### src/design/tph_ram.sv
// ----------------------------------------------------------------------------
// tph_ram
// Single-port synchronous RAM with registered read.
// ----------------------------------------------------------------------------
module tph_ram #(
    parameter int WIDTH = 8,
    parameter int DEPTH = 16
) (
    input  logic                     aclk,
    input  logic                     we,
    input  logic [$clog2(DEPTH)-1:0] addr,
    input  logic [WIDTH-1:0]         wdata,
    output logic [WIDTH-1:0]         rdata
);
    logic [WIDTH-1:0] mem [DEPTH];

    always_ff @(posedge aclk) begin
        if (we) begin
            mem[addr] <= wdata;
        end
        rdata <= mem[addr];
    end
endmodule

### config.mk
export PLATFORM = sky130hd
export DESIGN_NAME = tph_ram
export DESIGN_NICKNAME = d
export VERILOG_FILES = /design/src/design/tph_ram.sv
export SDC_FILE = /design/constraint.sdc
export NUM_CORES = 1
export LEC_CHECK = 0
export ABC_AREA = 1
export BUFFER_PORTS_ARGS = -buffer_cell sky130_fd_sc_hd__buf_4
export CORE_UTILIZATION = 50
export DETAILED_ROUTE_END_ITERATION = 10
export MAX_ROUTING_LAYER = met4
export PLACE_DENSITY = 0.7
export SLEW_MARGIN = 20
export SYNTH_ARGS = -nofsm -noshare
export SYNTH_HDL_FRONTEND = slang
export SYNTH_SLANG_ARGS = --single-unit
export TNS_END_PERCENT = 100
### constraint.sdc
create_clock -name aclk -period 3.5 [get_ports aclk]
set_input_delay 0.35 -clock aclk [delete_from_list [all_inputs] [get_ports aclk]]
set_output_delay 0.35 -clock aclk [all_outputs]
set_load 0.02 [all_outputs]
==> flow_summary.json <==
{
  "status": "finished clean",
  "slew_viol_final": 0,
  "reg2reg_slack_ps": 2440,
  "hp-class": "in -> reg",
  "synth_top_area_cell": "edfxtp_1",
  "p_per_area_nw_per_um2": 594,
  "grt_use_total_pct": 24.0,
  "drt_pass1_iterations": 5,
  "min_period_over_period_pct": 58.5,
  "synthTopCellsByCount": "346 x nand2_1, 128 x edfxtp_1, 21 x inv_1",
  "grt_antenna_before_repair": 0,
  "p_int_w": 0.00296,
  "port_buffers": 21,
  "reg2reg_to": "rdata[0]$_DFF_P_",
  "r2r.worst_path.cells": 8,
  "synth.most_common_cell": "nand2_1",
  "relSlewSlack_pct": 50.7,
  "cts_root_buf": "clkbuf_8",
  "wl_met1_um": 5250,
  "switching_share_pct": 22.1,
  "crit_fanout": 67,
  "avgSynthCellArea_um2": 10.2,
  "num_vias": 3655,
  "path_clk_slew_ps": 60,
  "ant_nets": 0,
  "synth_edf_count": 128,
  "synthTopCellsByArea": "edfxtp_1 69%, nand2_1 23%, dfxtp_1 2.9%",
  "wl_met3_um": 664,
  "synth_top_area_share_pct": 68.7,
  "yosys_warnings": 0,
  "clock_path_buffers": 2,
  "postCtsSetupBuffers": 0,
  "drt_iter0_drc": 259,
  "io-pin-count": 22,
  "cp-startpoint": "addr[0]",
  "maxCapViolations": 0,
  "cts_tree": "yes",
  "end_kind": "flip-flop",
  "hold_viol": 0,
  "skew_ps": 8.76,
  "die_h_um": 108,
  "drc": 0,
  "synth.ff_latch_count": 136,
  "p_sw_w": 0.000840,
  "clock.fmax_ghz": 0.488,
  "drive_gt1_share_pct": 9.28,
  "grt_pass1_vias": 3643,
  "synthArstFlopShare_pct": 0,
  "grt_pass1_wl_um": 19300,
  "syn_nets": 562,
  "top_layer": "met4",
  "wl_met2_um": 5640,
  "seqPwrFrac_pct": 48.1,
  "path_class": "in -> reg",
  "coreArea_um2": 10900,
  "initial_utilization_pct": 51.4,
  "numCtsBuffers": 17,
  "overflow": 0,
  "r2r-start": "mem[3][0]$_DFFE_PP_",
  "yosysSeqAreaShare_pct": 71.6,
  "cp-start-kind": "primary input",
  "crit_buf_inv": 2,
  "path_cells": "buf_4 -> inv_2 -> nand3_1 -> nor2_1",
  "ys_types": 11,
  "rows": 38,
  "crit_family": "simple AND/OR/NAND/NOR gates",
  "wl_per_cell_um": 16.4,
  "nets": 583,
  "routed_via_density": 5.06,
  "place_hpwl_um": 7160,
  "clk_latency_ps": 540,
  "crit_required_ps": 3670,
  "tns_ps": 0,
  "grt_max_degree": 68,
  "ir_worst_vdd_uv": 344,
  "syn_inst": 548,
  "htree_levels": 4,
  "syn_to_final_growth_pct": 14.5,
  "p_leak_nw": 2.73,
  "rsz0062_at_grt": "no",
  "power_frac_comb_pct": 6.1,
  "report.final.setup_viol": 0,
  "fillers": 894,
  "clock-sinks": 136,
  "max_stage_delay_ps": 650,
  "worst_slew_pin_slew_ps": 736,
  "ctsHoldBuffers": 0,
  "gp_congestion": 0.824,
  "synth_ff_type": "edfxtp_1",
  "critPathSlowestCell": "nor2_1",
  "p_clk_share_pct": 45.7,
  "utilization_pct": 58.8,
  "cp_num_cells": 4,
  "die_w_um": 108,
  "crit_end": "mem[10][3]$_DFFE_PP_",
  "post_cts_resized": 0,
  "die-area_um2": 11600,
  "min_period_ps": 2050,
  "synthesis.area_um2": 5590,
  "arrival_ps": 2210,
  "n_antenna_cell": 0,
  "wl_um": 11800
}
state kept, by name, indices dropped and copies added (netlist names):
name   flops
mem      128
rdata      8
power groups by stage:
stage | combinational [W] | clock (W) | sequential (W)
floorplan | 0.000126 | 0 | 0.00188
CTS | 0.000235 | 0.00175 | 0.00183
global route | 0.000261 | 0.00182 | 0.00183
global placement | 0.000232 | 0 | 0.00186
finish | 0.000234 | 0.00174 | 0.00183
detailed placement | 0.000234 | 0 | 0.00187
how the worst min path moves through the flow:
stage                               startpoint                   end  slack [ps]  cells past startpoint
after CTS                             wdata[2]   mem[9][2]$_DFFE_PP_         180                      1
after floorplan                       wdata[0]   mem[0][0]$_DFFE_PP_         450                      0
after global routing                  wdata[2]   mem[9][2]$_DFFE_PP_         180                      1
after global placement    mem[11][3]$_DFFE_PP_      rdata[3]$_DFF_P_         720                      8
final                                 wdata[0]  mem[10][0]$_DFFE_PP_         180                      1
after detailed placement              wdata[2]   mem[7][2]$_DFFE_PP_         730                      1
area by class of cell:
cell class | instances | area [um^2] | share of cell area, %
inverters | 23 | 86.3 | 1.35
repair buffers | 23 | 173 | 2.70
flip-flops and latches | 136 | 4000 | 62.5
clock inverters | 13 | 155 | 2.42
well taps | 140 | 175 | 2.74
clock buffers | 19 | 422 | 6.59
multi-input cells | 368 | 1390 | 21.7
per-layer routing:
layer / vias up / global-route usage, %
met1: 1716 / 31.0
met3: 29 / 5.39
met5: - / -
li1: 1788 / -
met2: 122 / 36.7
met4: 0 / 10.4
logic make-up after synthesis:
logic type             after synthesis  share of synthesized area, %
DFF                                136                          71.6
and+or+nand+nor                    368                          24.8
buffers and inverters               44                          3.62
cell usage in the layout, fill, tap and decap left out, drive strengths merged, types with 4 or more instances in the layout:
| cell type | count |
|---|---|
| nand2 | 346 |
| buf | 23 |
| inv | 22 |
| dfxtp | 8 |
| nor2 | 18 |
| edfxtp | 128 |
| clkinv | 8 |
| nand3 | 4 |
| clkbuf | 19 |
stage by stage:
stage / setup WS [ps] / total power, W / instances / instance area [um^2] / hold slack, ps
finish: 1450 / 0.00381 / 722 / 6400 / 178
global route: 1330 / 0.00392 / 722 / 6400 / 183
CTS: 1450 / 0.00382 / 722 / 6400 / 178
detailed placement: 930 / 0.00210 / 690 / 5820 / 730
global placement: 1010 / 0.00210 / 690 / 5820 / 720
floorplan: 1770 / 0.00200 / 548 / 5590 / 449
Note: power is estimated with default switching activity, not from simulation.
