<file path="src/design/tph_pkg.sv">
// ----------------------------------------------------------------------------
// tph_pkg
// Shared types and constants of the position history block.
// ----------------------------------------------------------------------------
package tph_pkg;
    localparam int TIME_W   = 32;
    localparam int CTR_W    = 32;
    localparam int EXT_W    = 31;
    localparam int SAMPLE_W = TIME_W + 3 * CTR_W + 3 * EXT_W;

    localparam logic [1:0] ST_OK      = 2'd0;
    localparam logic [1:0] ST_UNSEEN  = 2'd1;
    localparam logic [1:0] ST_NOBRKT  = 2'd2;

    localparam logic ACT_RECORD = 1'b0;
    localparam logic ACT_QUERY  = 1'b1;

    typedef struct packed {
        logic [EXT_W-1:0]  ez;
        logic [EXT_W-1:0]  ey;
        logic [EXT_W-1:0]  ex;
        logic [CTR_W-1:0]  cz;
        logic [CTR_W-1:0]  cy;
        logic [CTR_W-1:0]  cx;
        logic [TIME_W-1:0] ts;
    } sample_t;

    typedef enum logic [3:0] {
        S_CLEAR, S_IDLE, S_READ, S_SCAN, S_FETCH_LO, S_FETCH_HI, S_LATCH,
        S_MUL, S_DIV, S_NEXT_AXIS, S_OUT
    } state_t;

    // divider handshake
    typedef struct packed {
        logic        start;
        logic [63:0] num;
        logic [31:0] den;
    } div_req_t;
endpackage

</file>
<file path="src/design/tph_div.sv">
// ----------------------------------------------------------------------------
// tph_div
// Restoring divider, 64-bit dividend by 32-bit divisor, one bit a cycle.
// ----------------------------------------------------------------------------
module tph_div (
    input  logic             aclk,
    input  logic             aresetn,
    input  tph_pkg::div_req_t req,
    output logic             done,
    output logic [63:0]      quot
);
    import tph_pkg::*;

    logic [63:0] q_reg, q_next;
    logic [32:0] r_reg, r_next;
    logic [31:0] d_reg, d_next;
    logic [6:0]  cnt_reg, cnt_next;
    logic        busy_reg, busy_next;
    logic        done_reg, done_next;
    logic [32:0] shifted;

    always_comb begin
        q_next = q_reg; r_next = r_reg; d_next = d_reg;
        cnt_next = cnt_reg; busy_next = busy_reg; done_next = 1'b0;
        shifted = {r_reg[31:0], q_reg[63]};
        if (req.start) begin
            q_next = req.num; r_next = '0; d_next = req.den;
            cnt_next = 7'd64; busy_next = 1'b1;
        end else if (busy_reg) begin
            if (shifted >= {1'b0, d_reg}) begin
                r_next = shifted - {1'b0, d_reg};
                q_next = {q_reg[62:0], 1'b1};
            end else begin
                r_next = shifted;
                q_next = {q_reg[62:0], 1'b0};
            end
            cnt_next = cnt_reg - 7'd1;
            if (cnt_reg == 7'd1) begin
                busy_next = 1'b0;
                done_next = 1'b1;
            end
        end
    end

    always_ff @(posedge aclk) begin
        if (!aresetn) begin
            busy_reg <= 1'b0; done_reg <= 1'b0; cnt_reg <= '0;
        end else begin
            busy_reg <= busy_next; done_reg <= done_next; cnt_reg <= cnt_next;
        end
        q_reg <= q_next; r_reg <= r_next; d_reg <= d_next;
    end

    assign done = done_reg;
    assign quot = q_reg;
endmodule

</file>
<file path="config.mk">
export PLATFORM = sky130hd
export DESIGN_NAME = tph_div
export DESIGN_NICKNAME = d
export VERILOG_FILES = /design/src/design/tph_pkg.sv /design/src/design/tph_div.sv
export SDC_FILE = /design/constraint.sdc
export NUM_CORES = 1
export LEC_CHECK = 0
export ABC_AREA = 1
export BUFFER_PORTS_ARGS = -buffer_cell sky130_fd_sc_hd__buf_2
export CORE_UTILIZATION = 50
export DETAILED_ROUTE_END_ITERATION = 7
export PLACE_DENSITY = 0.78
export SLEW_MARGIN = 20
export SYNTH_ARGS = -nofsm -noshare
export SYNTH_HDL_FRONTEND = slang
export SYNTH_SLANG_ARGS = --single-unit
</file>
<file path="constraint.sdc">
create_clock -name aclk -period 3.1 [get_ports aclk]
set_clock_uncertainty 0.05 [all_clocks]
set_input_delay 0.775 -clock aclk [delete_from_list [all_inputs] [get_ports aclk]]
set_output_delay 0.775 -clock aclk [all_outputs]
set_load 0.005 [all_outputs]
</file>
==> flow_metrics.env <==
export IMPL_largest_reg_flops=64
export IMPL_via_per_inst=4.949
export IMPL_area_delta_synth_final_pct=19.32
export IMPL_row_count=46
export IMPL_p_sw_share_pct=27.35
export IMPL_layout_common_cells="nand2_1 (498), inv_1 (181), buf_2 (162)"
export IMPL_drt_pass1_iter_count=5
export IMPL_setup_viol=0
export IMPL_synthXorXnorAreaFrac_pct=1.605
export IMPL_core_area_um2=15940
export IMPL_combPwrFrac_pct=12.3
export IMPL_pre_cts_ws_ns=0.7038
export IMPL_synth_area_leader_cell="edfxtp_1"
export IMPL_critPathTopFamily="simple AND/OR/NAND/NOR gates"
export IMPL_ant_nets=0
export IMPL_vias=7503
export IMPL_grt_usage_pct=26.35
export IMPL_hold_path_class="register to register"
export IMPL_yosys_area_share_simple_pct=34.31
export IMPL_maxCapViolations=0
export IMPL_wire_per_inst_um=13.85
export IMPL_wl_um=20990
export IMPL_mostFrequentLayoutCell="nand2_1"
export IMPL_avgSynthCellArea_um2=7.291
export IMPL_clkPwrFrac_pct=40.8
export IMPL_grt_max_degree=52
export IMPL_yosysWarnings=0
export IMPL_numCtsBuffers=17
export IMPL_start_util_pct=51.36
export IMPL_path_clk_slew_ns=0.06
export IMPL_finalSetupTns_ns=0
export IMPL_grt_overflow=0
export IMPL_rsz0062_at_grt="false"
export IMPL_muxShareOfSynthArea_pct=0
export IMPL_hpwl_um=15720
export IMPL_port_buffers=163
export IMPL_cts_resized=0
export IMPL_setup_slack_ns=0.6910
export IMPL_setup_worst_path_end_class="register"
export IMPL_gp_congestion=0.9547
export IMPL_synth_area_leaders="edfxtp_1 (35%), nand2_1 (23%), dfxtp_1 (10%)"
export IMPL_synth_top_cell_area_share_pct=35.21
export IMPL_cellPowerDensity_nw_per_um2=476.6
export IMPL_cellLeakagePower_nw=5.243
export IMPL_finalMaxSlewViolations=0
export IMPL_ir_drop_v=0.0003868
export IMPL_syn_num_nets=1257
export IMPL_hold_viol_final=0
export IMPL_netlist_area_um2=8188
export IMPL_worstMarginPinSlew_ns=0.4917
export IMPL_intPower_w=0.003382
export IMPL_worst_path_max_fanout=3
export IMPL_grt_first_pass_wirelength_um=33800
export IMPL_post_route_min_period_ns=2.409
export IMPL_status="finished, final reports clean"
export IMPL_switchingPower_w=0.001274
export IMPL_drive_gt1_share_pct=17.23
export IMPL_crit_path_max_incr_delay_ns=0.47
export IMPL_synth_compound_area_share_pct=3.240
export IMPL_drtIter0Drc=486
export IMPL_antenna_cells=0
export IMPL_yosysUniqueCellTypes=35
export IMPL_layout_nets=1421
export IMPL_hold_buffers=0
export IMPL_cp_start_kind="register"
export IMPL_crit_top_cell="nand2_1"
export IMPL_seq_power_share_pct=46.9
export IMPL_clock_sinks=137
export IMPL_post_cts_buffers=0
export IMPL_cts_root_buf="clkbuf_16"
export IMPL_crit_required_ns=3.37
export IMPL_syn_inst=1123
export IMPL_synthFlopType="edfxtp_1"
export IMPL_yosysSeqAreaShare_pct=45.23
export IMPL_clock_path_buffers=2
export IMPL_ios=164
export IMPL_cts_tree="done"
export IMPL_synth_enable_flop_cells=96
export IMPL_cts_htree_levels=4
export IMPL_critPathKind="register to register"
export IMPL_path_cells="inv_1 > ha_1 > fa_1 > o21bai_1 > nand2_1 > nand2_1 > nand2_1 > nand2_1 > nand2_1 > nand2_1 > nand2_1 > nand3_1 > nand2_1"
export IMPL_synthAdderAreaFrac_pct=5.440
export IMPL_die_x_um=130.0
export IMPL_fmax_ghz=0.4151
export IMPL_slowest_stage="fa_1"
export IMPL_path_buf_inv=1
export IMPL_cp_arrival_ns=2.68
export IMPL_antenna_found_initial=0
export IMPL_fp_dieH_um=130.0
export IMPL_ys_ff_latch=137
export IMPL_async_flop_share_pct=0
export IMPL_insertion_delay_ns=0.43
export IMPL_dieArea_um2=16890
export IMPL_grt_pass1_vias=7081
export IMPL_drc=0
export IMPL_final_period_utilization_pct=77.71
export IMPL_slew_headroom_pct=67.22
export IMPL_synth_top_family_by_area="simple AND/OR/NAND/NOR gates"
## worst register-to-register path, stage by stage (launching register included)
cell      delay [ns]
edfxtp_1        0.35
inv_1           0.07
ha_1            0.22
fa_1            0.47
o21bai_1        0.36
nand2_1         0.10
nand2_1         0.19
nand2_1         0.12
nand2_1         0.07
nand2_1         0.04
nand2_1         0.06
nand2_1         0.05
nand3_1         0.09
nand2_1         0.06
## synthesized netlist by cell type (6+ instances only)
master,count
ha_1,34
buf_2,6
clkbuf_1,14
o21ai_1,16
nor3_1,9
dfxtp_1,41
nand3b_1,19
inv_1,183
a21oi_1,20
nor2_2,8
xnor2_1,13
nor2_1,45
nand2_1,498
nand3_1,72
edfxtp_1,96
## final cells by class
type	instances	area, um2
Clock inverter	15	116.4
Sequential cell	137	3704
Clock buffer	17	425.4
Inverter	183	686.9
Tap cell	216	270.3
Timing Repair Buffer	174	913.4
Fill cell	1500	6173
Multi-Input combinational cell	774	3654
## cells by family (layout without fill, tap and decap cells)
family / Yosys count / count (layout)
AOI/OAI and AO/OA: 49 / 49
xor gates and xnor gates: 15 / 15
adders and majority gates: 35 / 35
buffers and inverters: 212 / 389
DFF: 137 / 137
and+or+nand+nor: 675 / 675
## metal layers
| metal | track usage, % | vias up | share of wire [%] |
|---|---|---|---|
| li1 | - | 3823 | - |
| met2 | 44.64 | 244 | 48 |
| met1 | 32.13 | 3399 | 43 |
| met4 | 9.302 | 0 | 2.0 |
| met3 | 7.462 | 37 | 7.1 |
| met5 | 0 | - | 0 |
## through the flow
step | std cells | instance area [um2] | total power [W] | utilization, % | hold WS [ns]
after floorplan | 1123 | 8189 | 0.002528 | - | 0.3872
after global placement | 1484 | 9228 | 0.002784 | 57.88 | 0.4061
after detailed placement | 1484 | 9228 | 0.002791 | 57.88 | 0.4125
after CTS | 1516 | 9769 | 0.004680 | 61.28 | 0.4254
after global routing | 1516 | 9769 | 0.004840 | 61.28 | 0.4405
final | 1516 | 9769 | 0.004656 | 61.28 | 0.4229
## final timing paths
| kind | start | to | slack, ns | cells after the start |
|---|---|---|---|---|
| setup reg to reg | quot[63] | r_reg[20] | 0.69 | 13 |
| hold reg to reg | r_reg[21] | r_reg[21] | 0.42 | 2 |
| hold / removal | r_reg[21] | r_reg[21] | 0.42 | 2 |
| setup / recovery | quot[63] | r_reg[20] | 0.69 | 13 |
## power by group through the flow
stage / Sequential [W] / Combinational [W] / Clock [W]
floorplan: 0.00222 / 0.000307 / 0
global placement: 0.00222 / 0.000563 / 0
detailed placement: 0.00222 / 0.000573 / 0
CTS: 0.00219 / 0.000573 / 0.00192
global route: 0.00220 / 0.000642 / 0.00199
finish: 0.00219 / 0.000571 / 0.00190
Note: power is estimated with default switching activity, not from simulation.
